--- src/hw/rtl/tar_pkg.sv ---
// Shared types, state and action codes, and sequence-space compares for the
// TCP ACK receive step. No dependencies.
`default_nettype none

package tar_pkg;

    // Connection state codes
    localparam logic [3:0] ST_CLOSED     = 4'd0;
    localparam logic [3:0] ST_SYN_RECV   = 4'd1;
    localparam logic [3:0] ST_ESTAB      = 4'd2;
    localparam logic [3:0] ST_FIN_WAIT1  = 4'd3;
    localparam logic [3:0] ST_FIN_WAIT2  = 4'd4;
    localparam logic [3:0] ST_CLOSE_WAIT = 4'd5;
    localparam logic [3:0] ST_CLOSING    = 4'd6;
    localparam logic [3:0] ST_LAST_ACK   = 4'd7;
    localparam logic [3:0] ST_TIME_WAIT  = 4'd8;

    // Routing actions
    localparam logic [2:0] ACT_DROP = 3'd0;
    localparam logic [2:0] ACT_PASS = 3'd1;
    localparam logic [2:0] ACT_RTR  = 3'd2;
    localparam logic [2:0] ACT_RST  = 3'd3;
    localparam logic [2:0] ACT_ACK  = 3'd4;

    // Operation codes
    localparam logic OP_SEGMENT = 1'b0;
    localparam logic OP_LOAD    = 1'b1;

    // Configuration register indexes
    localparam logic [1:0] CFG_WINDOW_SCALE = 2'd0;
    localparam logic [1:0] CFG_PASSIVE_OPEN = 2'd1;
    localparam logic [1:0] CFG_REINIT_RTO   = 2'd2;

    localparam logic [3:0] MAX_WSCALE = 4'd14;

    typedef struct packed {
        logic [3:0] window_scale;
        logic       passive_open;
        logic       reinit_rto;
    } cfg_t;

    typedef struct packed {
        logic [3:0]  tcp_state;
        logic [31:0] snd_una;
        logic [29:0] snd_wnd;
        logic [31:0] wl1;
        logic [31:0] wl2;
        logic [29:0] wnd_max;
        logic        ce_seen;
    } conn_t;

    typedef struct packed {
        logic        operation;
        logic        ack_flag;
        logic        ecn_ce;
        logic        fin_flag;
        logic [31:0] seq_num;
        logic [31:0] ack_num;
        logic [15:0] window_field;
        logic [31:0] snd_next;
        logic        parent_present;
        logic [3:0]  load_state;
    } seg_t;

    typedef struct packed {
        logic [2:0]  action;
        logic        ack_ece_request;
        logic [31:0] bytes_acked;
        logic [3:0]  conn_state;
        logic [29:0] send_window;
        logic [29:0] send_window_max;
        logic        clean_rtx;
        logic        time_wait_timer;
        logic        release_conn;
        logic        established_notify;
        logic        rto_reinit;
    } result_t;

    // a < b modulo 2^32
    function automatic logic seq_lt(input logic [31:0] a, input logic [31:0] b);
        logic [31:0] diff;
        diff = a - b;
        return diff[31];
    endfunction

    function automatic logic seq_leq(input logic [31:0] a, input logic [31:0] b);
        return (a == b) || seq_lt(a, b);
    endfunction

endpackage

`default_nettype wire

--- src/hw/rtl/tar_step.sv ---
// Combinational ACK processing for one beat: next connection state and result.
// Depends on tar_pkg.
`default_nettype none

module tar_step (
    input  var tar_pkg::cfg_t    cfg,
    input  var tar_pkg::conn_t   cur,
    input  var tar_pkg::seg_t    seg,
    output tar_pkg::conn_t       nxt,
    output tar_pkg::result_t     res
);

    logic [3:0]  shift;
    logic [29:0] scaled_wnd;

    // Scaled window, shift clamped to the legal maximum
    assign shift      = (cfg.window_scale > tar_pkg::MAX_WSCALE) ? tar_pkg::MAX_WSCALE
                                                                 : cfg.window_scale;
    assign scaled_wnd = {14'b0, seg.window_field} << shift;

    always_comb
    begin
        logic go_common;
        logic in_range;
        go_common = 1'b0;
        in_range  = 1'b0;
        nxt       = cur;
        res       = '0;
        res.action = tar_pkg::ACT_DROP;

        if (seg.operation == tar_pkg::OP_LOAD)
        begin
            // Load: only state and SND.UNA change
            if (seg.load_state inside {[tar_pkg::ST_CLOSED:tar_pkg::ST_TIME_WAIT]})
                nxt.tcp_state = seg.load_state;
            else
                nxt.tcp_state = tar_pkg::ST_CLOSED;
            nxt.snd_una = seg.ack_num;
        end
        else if (seg.ack_flag)
        begin
            // CE tracking
            if (seg.ecn_ce != cur.ce_seen)
            begin
                nxt.ce_seen = ~cur.ce_seen;
                res.ack_ece_request = 1'b1;
            end

            case (cur.tcp_state)
                tar_pkg::ST_SYN_RECV:
                begin
                    if (!(tar_pkg::seq_lt(cur.snd_una, seg.ack_num) &&
                          tar_pkg::seq_leq(seg.ack_num, seg.snd_next)))
                        res.action = tar_pkg::ACT_RTR;
                    else
                    begin
                        nxt.tcp_state = tar_pkg::ST_ESTAB;
                        nxt.snd_wnd   = scaled_wnd;
                        nxt.wl1       = seg.seq_num;
                        nxt.wl2       = seg.ack_num;
                        if (scaled_wnd > cur.wnd_max)
                            nxt.wnd_max = scaled_wnd;
                        if (cfg.passive_open && !seg.parent_present)
                        begin
                            res.action       = tar_pkg::ACT_RST;
                            res.release_conn = 1'b1;
                            nxt.tcp_state    = tar_pkg::ST_CLOSED;
                        end
                        else
                        begin
                            res.rto_reinit         = cfg.reinit_rto;
                            res.established_notify = 1'b1;
                            go_common              = 1'b1;
                        end
                    end
                end
                tar_pkg::ST_ESTAB, tar_pkg::ST_FIN_WAIT1, tar_pkg::ST_FIN_WAIT2,
                tar_pkg::ST_CLOSE_WAIT, tar_pkg::ST_CLOSING:
                    go_common = 1'b1;
                tar_pkg::ST_LAST_ACK:
                begin
                    if (tar_pkg::seq_leq(seg.snd_next, seg.ack_num))
                    begin
                        res.release_conn = 1'b1;
                        nxt.tcp_state    = tar_pkg::ST_CLOSED;
                    end
                end
                tar_pkg::ST_TIME_WAIT:
                begin
                    if (seg.fin_flag)
                    begin
                        res.action          = tar_pkg::ACT_ACK;
                        res.time_wait_timer = 1'b1;
                    end
                end
                default:
                    res.action = tar_pkg::ACT_DROP;
            endcase

            if (go_common)
            begin
                in_range = tar_pkg::seq_leq(seg.ack_num, seg.snd_next);

                // Window update (WL1/WL2 rule)
                if (tar_pkg::seq_leq(nxt.snd_una, seg.ack_num) && in_range &&
                    (tar_pkg::seq_lt(nxt.wl1, seg.seq_num) ||
                     (nxt.wl1 == seg.seq_num && tar_pkg::seq_leq(nxt.wl2, seg.ack_num))))
                begin
                    nxt.snd_wnd = scaled_wnd;
                    nxt.wl1     = seg.seq_num;
                    nxt.wl2     = seg.ack_num;
                    if (scaled_wnd > nxt.wnd_max)
                        nxt.wnd_max = scaled_wnd;
                end

                // New, duplicate or ahead-of-send ACK
                if (tar_pkg::seq_lt(nxt.snd_una, seg.ack_num) && in_range)
                begin
                    res.bytes_acked = seg.ack_num - nxt.snd_una;
                    res.clean_rtx   = 1'b1;
                    nxt.snd_una     = seg.ack_num;
                    res.action      = tar_pkg::ACT_PASS;
                    if (nxt.tcp_state == tar_pkg::ST_FIN_WAIT1)
                    begin
                        if (tar_pkg::seq_leq(seg.snd_next, seg.ack_num))
                            nxt.tcp_state = tar_pkg::ST_FIN_WAIT2;
                    end
                    else if (nxt.tcp_state == tar_pkg::ST_CLOSING)
                    begin
                        if (tar_pkg::seq_leq(seg.snd_next, seg.ack_num))
                        begin
                            nxt.tcp_state       = tar_pkg::ST_TIME_WAIT;
                            res.time_wait_timer = 1'b1;
                        end
                        res.action = tar_pkg::ACT_DROP;
                    end
                end
                else if (tar_pkg::seq_leq(seg.ack_num, nxt.snd_una))
                    res.action = tar_pkg::ACT_PASS;
                else
                    res.action = tar_pkg::ACT_ACK;
            end
        end

        res.conn_state      = nxt.tcp_state;
        res.send_window     = nxt.snd_wnd;
        res.send_window_max = nxt.wnd_max;
    end

endmodule

`default_nettype wire

--- src/hw/rtl/tcp_ack_receive_step.sv ---
// TCP ACK receive step for one connection: input register, step logic, result
// register and connection state. Depends on tar_pkg and tar_step.
//
// Usage:
//   Input channel (in_valid / in_stall) carries one segment or load beat.
//   A load beat (operation = 1) writes the connection state and SND.UNA and
//   gives no result. A segment beat gives exactly one result beat on the
//   output channel (out_valid / out_stall).
//   A segment passes the input register and step logic into the result register.
//   Throughput: one beat per cycle while out_stall is low; the connection
//   state is read and written in the same cycle, so consecutive beats see
//   each other's update.
//   When out_stall holds a result, the next segment waits in the input
//   register and in_stall rises only once both registers are full.
//   Load beats advance even while the result register is held.
//   Configuration: cfg_wr_en writes register cfg_index with cfg_wdata at the
//   clock edge; index 3 is ignored. Write only while the block is idle.
//   Reset (rst_n low, asynchronous): both registers empty, connection state
//   closed, all sequence and window state and configuration zero.
`default_nettype none

module tcp_ack_receive_step (
    input  wire logic        clk,
    input  wire logic        rst_n,
    // configuration
    input  wire logic        cfg_wr_en,
    input  wire logic [1:0]  cfg_index,
    input  wire logic [3:0]  cfg_wdata,
    // input channel
    input  wire logic        in_valid,
    output logic             in_stall,
    input  wire logic        operation,
    input  wire logic        ack_flag,
    input  wire logic        ecn_ce,
    input  wire logic        fin_flag,
    input  wire logic [31:0] seq_num,
    input  wire logic [31:0] ack_num,
    input  wire logic [15:0] window_field,
    input  wire logic [31:0] snd_next,
    input  wire logic        parent_present,
    input  wire logic [3:0]  load_state,
    // output channel
    output logic             out_valid,
    input  wire logic        out_stall,
    output logic [2:0]       action,
    output logic             ack_ece_request,
    output logic [31:0]      bytes_acked,
    output logic [3:0]       conn_state,
    output logic [29:0]      send_window,
    output logic [29:0]      send_window_max,
    output logic             clean_rtx,
    output logic             time_wait_timer,
    output logic             release_conn,
    output logic             established_notify,
    output logic             rto_reinit
);

    tar_pkg::cfg_t    cfg_reg;
    tar_pkg::conn_t   conn_reg;
    tar_pkg::conn_t   conn_next;
    tar_pkg::seg_t    seg_reg;
    tar_pkg::result_t res_reg;
    tar_pkg::result_t res_next;
    logic             in_v_reg;
    logic             out_v_reg;
    logic             is_load;
    logic             advance;
    logic             out_take;

    // Handshake control
    assign is_load  = (seg_reg.operation == tar_pkg::OP_LOAD);
    assign out_take = out_v_reg && !out_stall;
    assign advance  = in_v_reg && (is_load || !out_v_reg || !out_stall);
    assign in_stall = in_v_reg && !advance;

    // Configuration registers
    always_ff @(posedge clk or negedge rst_n)
    begin
        if (!rst_n)
            cfg_reg <= '0;
        else if (cfg_wr_en)
        begin
            case (cfg_index)
                tar_pkg::CFG_WINDOW_SCALE: cfg_reg.window_scale <= cfg_wdata;
                tar_pkg::CFG_PASSIVE_OPEN: cfg_reg.passive_open <= cfg_wdata[0];
                tar_pkg::CFG_REINIT_RTO:   cfg_reg.reinit_rto   <= cfg_wdata[0];
                default:                   cfg_reg <= cfg_reg;
            endcase
        end
    end

    // Input register
    always_ff @(posedge clk or negedge rst_n)
    begin
        if (!rst_n)
            in_v_reg <= 1'b0;
        else if (!in_stall)
            in_v_reg <= in_valid;
    end

    always_ff @(posedge clk)
    begin
        if (in_valid && !in_stall)
        begin
            seg_reg.operation      <= operation;
            seg_reg.ack_flag       <= ack_flag;
            seg_reg.ecn_ce         <= ecn_ce;
            seg_reg.fin_flag       <= fin_flag;
            seg_reg.seq_num        <= seq_num;
            seg_reg.ack_num        <= ack_num;
            seg_reg.window_field   <= window_field;
            seg_reg.snd_next       <= snd_next;
            seg_reg.parent_present <= parent_present;
            seg_reg.load_state     <= load_state;
        end
    end

    tar_step u_step (
        .cfg (cfg_reg),
        .cur (conn_reg),
        .seg (seg_reg),
        .nxt (conn_next),
        .res (res_next)
    );

    // Connection state; all zero is the closed state
    always_ff @(posedge clk or negedge rst_n)
    begin
        if (!rst_n)
            conn_reg <= '0;
        else if (advance)
            conn_reg <= conn_next;
    end

    // Result register
    always_ff @(posedge clk or negedge rst_n)
    begin
        if (!rst_n)
            out_v_reg <= 1'b0;
        else if (advance && !is_load)
            out_v_reg <= 1'b1;
        else if (out_take)
            out_v_reg <= 1'b0;
    end

    always_ff @(posedge clk)
    begin
        if (advance && !is_load)
            res_reg <= res_next;
    end

    assign out_valid          = out_v_reg;
    assign action             = res_reg.action;
    assign ack_ece_request    = res_reg.ack_ece_request;
    assign bytes_acked        = res_reg.bytes_acked;
    assign conn_state         = res_reg.conn_state;
    assign send_window        = res_reg.send_window;
    assign send_window_max    = res_reg.send_window_max;
    assign clean_rtx          = res_reg.clean_rtx;
    assign time_wait_timer    = res_reg.time_wait_timer;
    assign release_conn       = res_reg.release_conn;
    assign established_notify = res_reg.established_notify;
    assign rto_reinit         = res_reg.rto_reinit;

    // Checks
    a_seg_gives_result: assert property (@(posedge clk) disable iff (!rst_n)
        (advance && !is_load) |=> out_v_reg)
        else $error("segment beat did not reach the result register");

    a_stall_only_when_full: assert property (@(posedge clk) disable iff (!rst_n)
        in_stall |-> (in_v_reg && out_v_reg && out_stall && !is_load))
        else $error("input stalled while the result register could move");

    a_held_result_stable: assert property (@(posedge clk) disable iff (!rst_n)
        (out_v_reg && out_stall) |=> $stable(res_reg))
        else $error("held result changed");

    a_release_closes: assert property (@(posedge clk) disable iff (!rst_n)
        (out_v_reg && res_reg.release_conn) |-> (res_reg.conn_state == tar_pkg::ST_CLOSED))
        else $error("release without closed state");

    a_acked_cleans: assert property (@(posedge clk) disable iff (!rst_n)
        (out_v_reg && res_reg.bytes_acked != 32'd0) |-> res_reg.clean_rtx)
        else $error("bytes acked without retransmit clean");

endmodule

`default_nettype wire

--- config.mk ---
export PLATFORM = sky130hd
export DESIGN_NAME = tcp_ack_receive_step
export DESIGN_NICKNAME = d
export VERILOG_FILES = /design/src/hw/rtl/tar_pkg.sv /design/src/hw/rtl/tar_step.sv /design/src/hw/rtl/tcp_ack_receive_step.sv
export SDC_FILE = /design/constraint.sdc
export NUM_CORES = 1
export LEC_CHECK = 0
export ABC_CLOCK_PERIOD_IN_PS = 7900
export BUFFER_PORTS_ARGS = -buffer_cell sky130_fd_sc_hd__buf_2
export CORE_MARGIN = 2
export CORE_UTILIZATION = 60
export CTS_CLUSTER_DIAMETER = 80
export DETAILED_ROUTE_END_ITERATION = 10
export GPL_TIMING_DRIVEN = 0
export PLACE_DENSITY = 0.91
export RECOVER_POWER = 50
export SETUP_SLACK_MARGIN = 0.4
export SYNTH_ARGS = -nofsm -noshare
export SYNTH_HDL_FRONTEND = slang
export SYNTH_SLANG_ARGS = --single-unit
--- constraint.sdc ---
create_clock -name clk -period 7.9 [get_ports clk]
set_input_delay 0 -clock clk [delete_from_list [all_inputs] [get_ports clk]]
set_output_delay 0 -clock clk [all_outputs]
set_load 0.005 [all_outputs]
Word level (Yosys, flattened, before mapping)
Cells that the tools add are included.
W data, S select, Z words.
{"block": "totals", "register_bits": 395, "in_bits": 132, "word_cells": 166, "out_inout_bits": 107}
{"block": "op_classes", "bitwise_logic": 6, "eq_ne": 19, "mux": 54, "addsub": 6, "shift": 1, "n_reduce_logical": 42, "n_lt_le_gt_ge": 5}
{"op": "$mux W124", "count": 5}
{"op": "$eq A32 B32 Y1", "count": 6}
{"op": "$sub A32 B32 Y32", "count": 6}
{"op": "$mux W161", "count": 1}
{"op": "$mux W160", "count": 1}
{"op": "$mux W125", "count": 1}
{"op": "$mux W36", "count": 2}
{"op": "$gt A30 B30 Y1", "count": 2}
{"op": "$mux W30", "count": 2}
{"op": "$mux W4", "count": 10}
{"op": "$shl A16 B4 Y30", "count": 1}
{"op": "$mux W3", "count": 7}
{"op": "$eq A4 B3 Y1 const B", "count": 5}
{"op": "$mux W1", "count": 17}
{"op": "$eq A4 B2 Y1 const B", "count": 3}
{"op": "$logic_and A1 B1 Y1", "count": 11}
{"op": "$reduce_or A5 Y1", "count": 2}
{"op": "$logic_or A1 B1 Y1", "count": 8}
{"op": "$mux W2", "count": 4}
{"op": "$pmux W4 S2", "count": 1}
{"op": "$reduce_and A4 Y1", "count": 2}
{"op": "$reduce_bool A2 Y1", "count": 4}
{"op": "$reduce_or A4 Y1", "count": 2}
{"op": "$logic_not A1 Y1", "count": 6}
{"op": "16 further kinds", "count": 24}

Logic depth before layout (Yosys ltp)
Gate-level depths: netlist of run 1.
{"block": "logic_depth", "depth_word": 18, "depth_mapped": 33, "mapped_depth_nobuf": 28}

Hierarchy
From an unflattened synthesis of run 1, not the netlist that was laid out.
{"block": "hier_totals", "cells_unflattened": 2767, "hier_area_um2": 28173.3}
{"module": "tcp_ack_receive_step", "seq_area_each_um2": 11015.6, "instances": 1, "area_per_inst_um2": 16355.7, "cells_each": 1164}
{"module": "tar_step", "seq_area_each_um2": 0.0, "instances": 1, "area_per_inst_um2": 11817.6, "cells_each": 1603}

Worst setup path before layout of run 1
Ideal clock, no wire load.
{"block": "synth_timing", "path_type": "reg2reg", "startpoint": "reg cfg_reg[3] (netlist bit)", "endpoint": "reg res_reg (netlist bit send_window_max[0]) (data pin)", "setup_time_ns": 0.260, "synth_period_minus_slack_ns": 7.178, "n_path_buf": 5, "arrival_time_ns": 6.918, "path_slack_ns": 0.722, "t_required_ns": 7.640, "stages_incl_launch_ff": 33, "path_cell_list": "dfrtp_1 clkbuf_1 nand3_1 nand2_1 buf_1 mux2i_1 mux2i_1 o21ai_0 nor2_1 ha_1 nand4_1 nor2_1 nand3_1 or3_1 a31oi_1 o221ai_1 nor2_1 clkbuf_1 buf_2 mux2i_1 ha_1 a21o_1 a21o_1 a21oi_1 o21ai_0 a221oi_1 o21ai_0 a211o_1 o211ai_1 a211oi_2 o21ai_2 buf_6 mux2_4"}
{"item": "start: declaration", "line": "tcp_ack_receive_step.sv:58", "text": "tar_pkg::cfg_t cfg_reg;"}
{"item": "start signal: assignment", "line": "tcp_ack_receive_step.sv:87", "text": "default: cfg_reg <= cfg_reg;"}
{"item": "end signal: assignment", "line": "tcp_ack_receive_step.sv:149", "text": "res_reg <= res_next;"}
{"item": "end: declaration", "line": "tcp_ack_receive_step.sv:62", "text": "tar_pkg::result_t res_reg;"}

Worst setup path in the final report of run 1
{"block": "layout_timing", "startpoint": "reg seg_reg[55] (netlist bit)", "endpoint": "reg conn_reg[93] (netlist bit)"}
{"block": "layout_via", "elab_chain_cells": 14, "word_cells_on_any_way": 26, "cone_classes": "add/sub: 4; eq/ne: 4; mux: 10; reduce/logical: 8"}
{"item": "start: declaration", "line": "tcp_ack_receive_step.sv:61", "text": "tar_pkg::seg_t seg_reg;"}
{"item": "$sub A32 B32 Y32 or $eq A32 B32 Y1 (tied branches)", "line": "tar_pkg.sv:82, tar_pkg.sv:87"}
{"item": "$logic_or A1 B1 Y1", "line": "tar_pkg.sv:87", "text": "return (a == b) || seq_lt(a, b);"}
{"item": "$logic_and A1 B1 Y1", "line": "tar_step.sv:52", "text": "if (!(tar_pkg::seq_lt(cur.snd_una, seg.ack_num) &&"}
{"item": "$mux W124", "line": "tar_step.sv:52"}
{"item": "$mux W124", "line": "tar_step.sv:49", "text": "case (cur.tcp_state)"}
{"item": "$mux W124", "line": "tar_step.sv:40", "text": "else if (seg.ack_flag)"}
{"item": "$mux W124", "line": "tar_step.sv:31", "text": "if (seg.operation == tar_pkg::OP_LOAD)"}
{"item": "$sub A32 B32 Y32 or $eq A32 B32 Y1 (tied branches)", "line": "tar_pkg.sv:82, tar_pkg.sv:87"}
{"item": "$logic_or A1 B1 Y1", "line": "tar_pkg.sv:87"}
{"item": "$logic_and A1 B1 Y1", "line": "tar_step.sv:107", "text": "(nxt.wl1 == seg.seq_num && tar_pkg::seq_leq(nxt.wl2, seg.ack_num))))"}
{"item": "$logic_or A1 B1 Y1", "line": "tar_step.sv:106", "text": "(tar_pkg::seq_lt(nxt.wl1, seg.seq_num) ||"}
{"item": "$logic_and A1 B1 Y1", "line": "tar_step.sv:105", "text": "if (tar_pkg::seq_leq(nxt.snd_una, seg.ack_num) && in_range &&"}
{"item": "$mux W124", "line": "tar_step.sv:105"}
{"item": "$mux W160 (*)", "line": "tar_step.sv:100", "text": "if (go_common)"}
{"item": "end signal: assignment", "line": "tcp_ack_receive_step.sv:132", "text": "conn_reg <= conn_next;"}
{"item": "end: declaration", "line": "tcp_ack_receive_step.sv:59", "text": "tar_pkg::conn_t conn_reg;"}
Mark *: on every way between the ends. The rest lies on a longest branch, timed or not. The select of a mux whose other input is x is not followed.
A chain may end at the register's enable or synchronous reset.

==> results.tsv, run 1 <==
stage	metric	value	unit
setup_path	crit_path_start_kind	flip-flop	
placement	placed_cells	2794	
setup_path	ff2ff_setup_slack	0.52	ns
setup_path	end_kind	flip-flop	
timing	max_slew_margin	-195	%
outcome	outcome	finished with violations	
clocking	clock_latency	0.58	ns
yosys	synth-seq-area-share	47.5	%
cells_and_area	multi_input_area	11500	µm²
cells_and_area	insertedDiodeCount	0	
detailed_routing	via_count	18500	
clocking	numCtsBuffers	42	
cells_and_area	drive_gt1_share	20.4	%
min_path	min_from	snd_next[15]	
pwr	leakage	12.7	nW
yosys	synth_fa_ha_area_share	13.2	%
pwr	total_power	8.00	mW
yosys	synth_top_family_by_area	multiplexers	
setup_path	crit_path_top_delay_cell	o41ai_1	
timing	fin_skew	0.0231	ns
floorplanning	die_area	40200	µm²
clocking	clockRootBuffer	clkbuf_16	
detailed_routing	firstDrtPassIters	8	
floorplanning	core_area	38400	µm²
detailed_routing	route.detailed.drc	0	
detailed_routing	avgRoutedWirePerCell	21.6	µm
yosys	synth_edf_count	226	
setup_path	r2r-end	conn_reg[93]$_DFFE_PN0P_	
cells_and_area	postLayoutCoreUtil	74.2	%
grt	grt_max_degree	94	
placement	numPortBuffers	238	
grt	antenna_found_initial	0	
yosys	syn_inst	2033	
cells_and_area	area.sequential	11000	µm²
clocking	clk_pin_slew_worst_paths	0.06	ns
yosys	syn_area	23200	µm²
grt	gr-total-overflow	0	
yosys	synth_seq_cells	395	
yosys	synthMuxAreaShare	13.6	%
placement	hpwl	44200	µm
run	drv_cap	4	
timing	rsz0062_at_grt	false	
floorplanning	initial_core_util	60.4	%
floorplanning	die_h	201	µm
setup_path	crit_required	8.34	ns
grt	track_usage	32.2	%
pwr	powerDensity	281	nW/µm²
setup_path	cpPeakStageDelay	0.51	ns
floorplanning	top_level_ports	239	
setup_path	r2r-start	seg_reg[55]$_DFFE_PP_	
cells_and_area	nets	2849	
timing	setup_viol	0	
setup_path	worstPathMaxFanout	10	
yosys	synth_compound_area_share	11.2	%
cells_and_area	largest_reg_flops	161	
yosys	yosys.area_share.simple	8.71	%
min_path	hold_path_depth	2	
detailed_routing	avgViaCountPerCell	6.13	
yosys	synth_xor_xnor_area_share	1.32	%
pwr	ir_drop	186	µV
detailed_routing	drt_iter0_markers	1626	
clocking	clk_path_buf_depth	3	
timing	post-route-min-period	7.38	ns
cells_and_area	area_growth	22.9	%
grt	grt_pass1_vias	19000	
yosys	syn_avg_cell_area	11.4	µm²
floorplanning	die_w	201	µm
cells_and_area	stdcell_count	3025	
min_path	holdPathEnd	seg_reg[20]$_DFFE_PP_	
placement	gp_congestion	0.942	
setup_path	worstPathArrival	7.82	ns
clocking	clock_sinks	395	
yosys	yosys_warnings	0	
cells_and_area	fillers	2487	
detailed_routing	totalWireLength	65500	µm
timing	clock.fmax	136	MHz
detailed_routing	ant_nets	0	
yosys	syn_nets	2408	
placement	place_ws	-1.25	ns
setup_path	r2r_cells	28	
timing	fin_ws	0.523	ns
setup_path	worst-setup-path-type	flip-flop to flip-flop	
yosys	synthFlopType	edfxtp_1	
clocking	cts_tree	built	
timing	tightest_slew	4.42	ns
grt	grt_pass1_wl	102000	µm
floorplanning	row_count	72	
yosys	async_reset_ff_share	42.8	%
timing	finalCritPeriodShare	93.4	%
min_path	hold_path.class	primary input to flip-flop	
clocking	htree_levels	2	
setup_path	cpMostUsedCell	a21oi_1	
yosys	ys_types	85	
timing	hold_viol	0	
timing	slew_violations	236	
timing	fin_hold_ws	0.127	ns
outcome	violations	capacitance limit, slew limit	
area by class of cell:
type | count | area share [%]
inverters | 168 | 2.21
clock buffers | 50 | 4.01
flip-flops and latches | 395 | 38.7
well taps | 518 | 2.28
clock inverters | 27 | 1.17
multi-input cells | 1397 | 40.4
plain buffers | 73 | 1.74
repair buffers | 397 | 9.53
power by group:
group	switching [mW]	internal (mW)
logic	1.63	1.34
clock network	0.873	1.27
registers	0.264	2.62
repair_timing:
action,CTS,global route
buffers inserted,1,14
endpoints found under the setup margin,184,184
cloned,1,0
hold buffers,138,0
gates resized for setup,38,89
endpoints found under the hold margin,298,0
pin swaps,2,6
critical path, delay by kind of cell (launching register included):
kind,cells,cell delay [ns]
DFF,1,0.48
AOI/OAI and AO/OA,15,3.75
muxes,1,0.37
buffers and inverters,6,1.49
adders and majority gates,2,0.58
and+or+nand+nor,4,0.54
routing by layer:
| layer | part of all wire, % | wire length [µm] | track usage, % |
|---|---|---|---|
| met3 | 8.3 | 5440 | 5.57 |
| met2 | 48 | 31300 | 54.4 |
| met5 | 0 | 0 | 0 |
| met4 | 5.2 | 3400 | 14.2 |
| met1 | 39 | 25400 | 40.8 |
kinds of logic (layout without fill, tap and decap cells):
group,count (synthesis),count (layout)
buf+inv,241,715
fa+ha+maj,244,244
flops,395,395
xor+xnor,35,35
simple gates,435,435
mux,267,267
compound gates,416,416
synthesized netlist by cell type, types with 31 or more instances:
library cell / instances / share of area, %
a21o_1: 37 / 1.2
o21ai_0: 146 / 3.2
ha_1: 242 / 13
edfxtp_1: 226 / 29
mux2_1: 60 / 2.9
nand2_1: 168 / 2.7
nand4_1: 31 / 0.84
dfrtp_1: 169 / 18
a21oi_1: 94 / 2.0
mux2i_1: 72 / 3.1
mux2_2: 74 / 3.6
nand3_1: 33 / 0.71
clkbuf_1: 45 / 0.73
inv_1: 166 / 2.7
mux2_4: 60 / 3.9
nor2_1: 108 / 1.7
cells in the final DEF (no fill, tap or decap), types with 45 or more instances in the layout:
cell type and count:
a21oi_1 88, buf_2 178, clkbuf_1 100, dfrtp_1 169, dlygate4sd3_1 138, edfxtp_1 226
ha_1 240, inv_1 166, mux2_1 60, mux2_2 74, mux2_4 60, mux2i_1 45
nand2_1 167, nor2_1 101, o21ai_0 144
per-stage QoR:
| stage | instance area, µm² | setup TNS (ns) |
|---|---|---|
| 2_1_floorplan | 23200 | 0 |
| 3_3_place_gp | 25000 | -126.46 |
| 3_5_place_dp | 25200 | -117.86 |
| 4_1_cts | 28100 | 0 |
| 5_1_grt | 28500 | 0 |
| 6_report | 28500 | 0 |
worst max path at each step:
stage	start	to	slack, ns	depth (start not counted)
4_1_cts	seg_reg[55]$_DFFE_PP_	send_window[28]$_DFFE_PP_	0.41	26
5_1_grt	seg_reg[55]$_DFFE_PP_	conn_reg[93]$_DFFE_PN0P_	0.30	28
6_report	seg_reg[55]$_DFFE_PP_	conn_reg[93]$_DFFE_PN0P_	0.52	28
3_3_place_gp	cfg_reg[3]$_DFFE_PN0P_	send_window_max[6]$_DFFE_PP_	-1.13	32
2_1_floorplan	cfg_reg[3]$_DFFE_PN0P_	send_window_max[0]$_DFFE_PP_	0.72	32
3_5_place_dp	cfg_reg[3]$_DFFE_PN0P_	send_window_max[7]$_DFFE_PP_	-1.25	32
(Power assumes the default switching activity.)
==> run 2: changes to the inputs <==
--- a/config.mk
+++ b/config.mk
@@ -8,11 +8,11 @@
 export ABC_CLOCK_PERIOD_IN_PS = 7900
 export BUFFER_PORTS_ARGS = -buffer_cell sky130_fd_sc_hd__buf_2
 export CORE_MARGIN = 2
-export CORE_UTILIZATION = 60
+export CORE_UTILIZATION = 55
 export CTS_CLUSTER_DIAMETER = 80
 export DETAILED_ROUTE_END_ITERATION = 10
 export GPL_TIMING_DRIVEN = 0
-export PLACE_DENSITY = 0.91
+export PLACE_DENSITY = 0.85
 export RECOVER_POWER = 50
 export SETUP_SLACK_MARGIN = 0.4
 export SYNTH_ARGS = -nofsm -noshare
==> results.tsv, run 2 (synthesized netlist as in run 1, its figures left out) <==
stage	metric	value	unit
floorplanning	core_area	41800	µm²
setup_path	worstPathMaxFanout	10	
timing	slew_violations	274	
detailed_routing	ant_nets	0	
cells_and_area	final_common_cell	ha_1	
timing	tightest_slew	4.61	ns
setup_path	ff2ff_setup_slack	0.55	ns
pwr	seqPwrFrac	35.9	%
setup_path	worstPathArrival	7.68	ns
run	drv_cap	5	
cells_and_area	largest_reg_flops	161	
floorplanning	top_level_ports	239	
cells_and_area	fillers	2829	
floorplanning	die_h	209	µm
cells_and_area	drive_gt1_share	20.5	%
min_path	hold_path.class	primary input to flip-flop	
pwr	p_comb_share	37.6	%
placement	hpwl	43900	µm
clocking	clock_latency	0.59	ns
pwr	ir_drop	244	µV
timing	fin_skew	0.0331	ns
outcome	outcome	finished with violations	
setup_path	end_kind	flip-flop	
timing	rsz0062_at_grt	false	
pwr	leakage	12.8	nW
clocking	clk_pin_slew_worst_paths	0.06	ns
clocking	numCtsBuffers	43	
clocking	clockRootBuffer	clkbuf_16	
floorplanning	row_count	75	
timing	fin_hold_ws	0.123	ns
cells_and_area	final_cell_mix	ha_1 (240), edfxtp_1 (226), dfrtp_1 (169)	
outcome	violations	capacitance limit, slew limit	
setup_path	crit_required	8.23	ns
detailed_routing	avgViaCountPerCell	5.98	
cells_and_area	design_area	28700	µm²
timing	post-route-min-period	7.35	ns
placement	gp_congestion	0.922	
grt	track_usage	28.8	%
clocking	clock_sinks	395	
setup_path	crit_path_start_kind	flip-flop	
clocking	cts_tree	built	
timing	hold_viol	0	
floorplanning	die_area	43800	µm²
detailed_routing	avgRoutedWirePerCell	21.0	µm
cells_and_area	area_growth	23.7	%
pwr	total_power	8.05	mW
clocking	clk_path_buf_depth	3	
timing	setup_viol	0	
timing	finalCritPeriodShare	93.1	%
pwr	p_switching	2.76	mW
grt	antenna_found_initial	0	
setup_path	worst-setup-path-type	flip-flop to flip-flop	
detailed_routing	totalWireLength	64400	µm
placement	numPortBuffers	238	
grt	gr-total-overflow	0	
cells_and_area	nets	2864	
pwr	p_int	5.30	mW
floorplanning	initial_core_util	55.5	%
timing	max_slew_margin	-207	%
detailed_routing	via_count	18300	
setup_path	crit_path_top_delay_cell	mux2i_2	
cells_and_area	insertedDiodeCount	0	
placement	placed_cell_area	25200	µm²
pwr	power_switching_share	34.2	%
setup_path	cpPeakStageDelay	0.35	ns
cells_and_area	postLayoutCoreUtil	68.7	%
clocking	htree_levels	2	
grt	grt_pass1_vias	18200	
grt	grt_pass1_wl	98800	µm
detailed_routing	drt_iter0_markers	1661	
detailed_routing	firstDrtPassIters	5	
pwr	powerDensity	281	nW/µm²
floorplanning	die_w	209	µm
detailed_routing	route.detailed.drc	0	
pwr	power.share.clock	26.5	%
timing	clock.fmax	136	MHz
grt	grt_max_degree	91	
run 2: final timing paths:
kind	startpoint	end	cells past startpoint
worst min register to register	conn_reg[95]$_DFFE_PN0P_	conn_reg[95]$_DFFE_PN0P_	1
worst min-delay path	ack_num[18]	seg_reg[71]$_DFFE_PP_	2
min in group asynchronous	rst_n	conn_reg[112]$_DFFE_PN0P_	2
max in group asynchronous	rst_n	conn_reg[132]$_DFFE_PN0P_	3
worst max register to register	cfg_reg[2]$_DFFE_PN0P_	send_window_max[29]$_DFFE_PP_	34
worst max-delay path	cfg_reg[2]$_DFFE_PN0P_	send_window_max[29]$_DFFE_PP_	34
run 2: layer usage:
layer	wire length, µm	vias to the layer above	global-route usage (%)
li1	-	8276	-
met5	0	-	0
met1	26500	8942	37.3
met3	4370	191	3.97
met2	30800	881	48.9
met4	2810	0	11.8
run 2: final cells by class:
type / instances / area [µm²] / area share [%]
timing repair buffer: 411 / 2760 / 9.63
sequential: 395 / 11000 / 38.4
multi-input combinational: 1397 / 11600 / 40.6
inverter: 168 / 631 / 2.20
tap: 539 / 674 / 2.35
buffer: 73 / 493 / 1.72
clock buffer: 51 / 1110 / 3.86
clock inverter: 27 / 362 / 1.26
run 2: timing repair:
action / in CTS / in global routing
pin swaps: 3 / 14
hold endpoints to repair: 257 / 0
buffers inserted: 3 / 24
hold buffers: 139 / 0
cloned: 1 / 1
gates resized for setup: 56 / 89
setup endpoints to repair: 184 / 184
run 2: worst max-delay path: cells and delay by family (launching register included):
kind            cells  cell delay (ns)
simple gates        2             0.30
fa+ha+maj           2             0.52
compound gates     16             3.00
flops               1             0.32
mux                 6             1.53
buf+inv             8             1.42
run 2: power by group through the flow:
stage | combinational [mW] | sequential [mW] | clock (mW)
2_1_floorplan | 1.95 | 2.83 | 0
6_report | 3.03 | 2.89 | 2.14
5_1_grt | 3.31 | 2.93 | 2.23
3_5_place_dp | 2.65 | 2.90 | 0
3_3_place_gp | 2.52 | 2.89 | 0
4_1_cts | 2.79 | 2.87 | 2.15
run 2: per-stage QoR:
stage	worst slack, ns	TNS, ns	std cells
2_1_floorplan	0.722	0	2033
3_3_place_gp	-1.06	-102.20	2810
3_5_place_dp	-1.34	-118.81	2815
4_1_cts	0.417	0	3036
5_1_grt	0.263	0	3061
6_report	0.547	0	3061
==> run 3: changes to the inputs <==
--- a/config.mk
+++ b/config.mk
@@ -5,14 +5,14 @@
 export SDC_FILE = /design/constraint.sdc
 export NUM_CORES = 1
 export LEC_CHECK = 0
-export ABC_CLOCK_PERIOD_IN_PS = 7900
+export ABC_CLOCK_PERIOD_IN_PS = 9050
 export BUFFER_PORTS_ARGS = -buffer_cell sky130_fd_sc_hd__buf_2
 export CORE_MARGIN = 2
-export CORE_UTILIZATION = 55
+export CORE_UTILIZATION = 36
 export CTS_CLUSTER_DIAMETER = 80
 export DETAILED_ROUTE_END_ITERATION = 10
 export GPL_TIMING_DRIVEN = 0
-export PLACE_DENSITY = 0.85
+export PLACE_DENSITY = 0.63
 export RECOVER_POWER = 50
 export SETUP_SLACK_MARGIN = 0.4
 export SYNTH_ARGS = -nofsm -noshare
==> constraint.sdc (replaced) <==
create_clock -name clk -period 9.05 [get_ports clk]
set_input_delay 0 -clock clk [delete_from_list [all_inputs] [get_ports clk]]
set_output_delay 0 -clock clk [all_outputs]
set_load 0.005 [all_outputs]
==> results.tsv, run 3 (synthesized netlist as in run 1, its figures left out) <==
stage	metric	value	unit
timing	setup_viol	0	
setup_path	worstPathMaxFanout	10	
clocking	cts_tree	built	
setup_path	r2r_cells	32	
floorplanning	die_w	258	µm
min_path	holdPathEnd	seg_reg[46]$_DFFE_PP_	
timing	clock.fmax	118	MHz
setup_path	r2r-end	send_window_max[1]$_DFFE_PP_	
detailed_routing	totalWireLength	64100	µm
detailed_routing	firstDrtPassIters	5	
placement	gp_congestion	0.898	
grt	gr-total-overflow	0	
pwr	leakage	12.7	nW
floorplanning	row_count	93	
grt	grt_max_degree	92	
detailed_routing	drt_iter0_markers	847	
cells_and_area	final_cell_mix	ha_1 (242), edfxtp_1 (226), buf_2 (176)	
setup_path	r2r-start	cfg_reg[3]$_DFFE_PN0P_	
grt	grt_pass1_vias	17400	
clocking	clk_path_buf_depth	3	
pwr	powerDensity	241	nW/µm²
timing	hold_viol	0	
cells_and_area	largest_reg_flops	161	
floorplanning	initial_core_util	36.2	%
clocking	clock_sinks	395	
cells_and_area	area_growth	23.1	%
min_path	hold_path.class	primary input to flip-flop	
floorplanning	die_h	258	µm
cells_and_area	fillers	5883	
setup_path	crit_required	9.38	ns
timing	fin_skew	0.0367	ns
setup_path	worstPathArrival	8.80	ns
setup_path	end_kind	flip-flop	
timing	max_slew_margin	-210	%
timing	tns	0	ns
clocking	clk_pin_slew_worst_paths	0.06	ns
floorplanning	top_level_ports	239	
cells_and_area	nets	2839	
cells_and_area	stdcell_count	3358	
setup_path	crit_path_start_kind	flip-flop	
clocking	post_cts_buffers	0	
setup_path	cpPeakStageDelay	0.41	ns
timing	slew_violations	247	
outcome	outcome	finished with violations	
setup_path	worst-setup-path-type	flip-flop to flip-flop	
timing	finalCritPeriodShare	93.6	%
placement	numPortBuffers	238	
timing	tightest_slew	4.65	ns
detailed_routing	avgRoutedWirePerCell	19.1	µm
timing	rsz0062_at_grt	false	
floorplanning	core_area	64100	µm²
cells_and_area	multi_input_area	11200	µm²
cells_and_area	insertedDiodeCount	0	
clocking	htree_levels	2	
min_path	hold_path_depth	2	
setup_path	crit_path_top_delay_cell	mux2i_2	
placement	placed_cells	3131	
outcome	violations	capacitance limit, slew limit	
detailed_routing	route.detailed.drc	0	
placement	hpwl	47500	µm
clocking	clock_latency	0.61	ns
floorplanning	die_area	66400	µm²
grt	antenna_found_initial	3	
detailed_routing	via_count	17300	
cells_and_area	area.sequential	11000	µm²
clocking	clockRootBuffer	clkbuf_16	
grt	grt_pass1_wl	98900	µm
cells_and_area	drive_gt1_share	18.1	%
detailed_routing	avgViaCountPerCell	5.14	
cells_and_area	final_common_cell	ha_1	
grt	track_usage	19.0	%
min_path	min_from	window_field[9]	
pwr	ir_drop	151	µV
setup_path	ff2ff_setup_slack	0.58	ns
run	drv_cap	4	
clocking	numCtsBuffers	47	
detailed_routing	ant_nets	0	
timing	post-route-min-period	8.47	ns
-- run 3: cell types whose count changed in the layout (fill, tap and decap cells not counted), sizes merged --
cell      previous run  this run
buf                221       202
clkbuf             175       170
clkinvlp             1         6
bufinv               9         5
inv                168       171
clkinv              17        18
-- run 3: per-stage QoR --
stage          instance area, µm²  hold WS (ns)  utilization [%]  power (mW)  setup WS, ns
2_1_floorplan               23200        -0.296                -        4.17          1.87
3_3_place_gp                25400         0.177             39.7        4.79        -0.311
3_5_place_dp                25600        0.0320             39.9        4.86        -0.456
4_1_cts                     28600       0.00513             44.7        6.92         0.466
5_1_grt                     28500        0.0741             44.5        7.32         0.226
6_report                    28500        0.0906             44.5        6.88         0.582
-- run 3: worst max-delay path by stage --
stage / to / slack [ns] / from
CTS: send_window_max[1]$_DFFE_PP_ / 0.47 / cfg_reg[5]$_DFFE_PN0P_
detailed placement: send_window_max[8]$_DFFE_PP_ / -0.46 / cfg_reg[3]$_DFFE_PN0P_
global route: send_window_max[1]$_DFFE_PP_ / 0.23 / cfg_reg[3]$_DFFE_PN0P_
global placement: send_window_max[8]$_DFFE_PP_ / -0.31 / cfg_reg[3]$_DFFE_PN0P_
floorplan: send_window_max[0]$_DFFE_PP_ / 1.87 / cfg_reg[3]$_DFFE_PN0P_
finish: send_window_max[1]$_DFFE_PP_ / 0.58 / cfg_reg[3]$_DFFE_PN0P_
-- run 3: worst max-delay path, delay by kind of cell (launching register included) --
family | cells | cell delay, ns
fa+ha+maj | 2 | 0.62
mux | 6 | 1.74
buf+inv | 5 | 1.50
flops | 1 | 0.38
simple gates | 4 | 0.79
compound gates | 15 | 3.14
-- run 3: power by group --
part,switching [mW],leakage [nW],internal [mW]
Sequential,0.212,4.36,2.29
Combinational,1.32,7.56,1.09
Clock,0.824,0.777,1.14
-- run 3: repair_timing --
item                                    CTS  global route
hold endpoints to repair                288             0
gates resized for setup                  16            24
hold buffers                            139             0
endpoints found under the setup margin  142           157
gates cloned                              0             0
-- run 3: cell type report --
class,count,share of cell area [%]
Sequential cell,395,38.6
Multi-Input combinational cell,1397,39.2
Timing Repair Buffer,382,9.08
Buffer,73,1.53
Tap cell,855,3.75
Clock buffer,56,4.34
Inverter,168,2.21
Clock inverter,32,1.34
-- run 3: layer usage --
metal	vias up	wire [µm]	GRT usage [%]
met4	0	1530	5.59
li1	8250	-	-
met1	8436	28900	25.6
met5	-	0	0
met2	497	30400	32.0
met3	84	3300	2.51
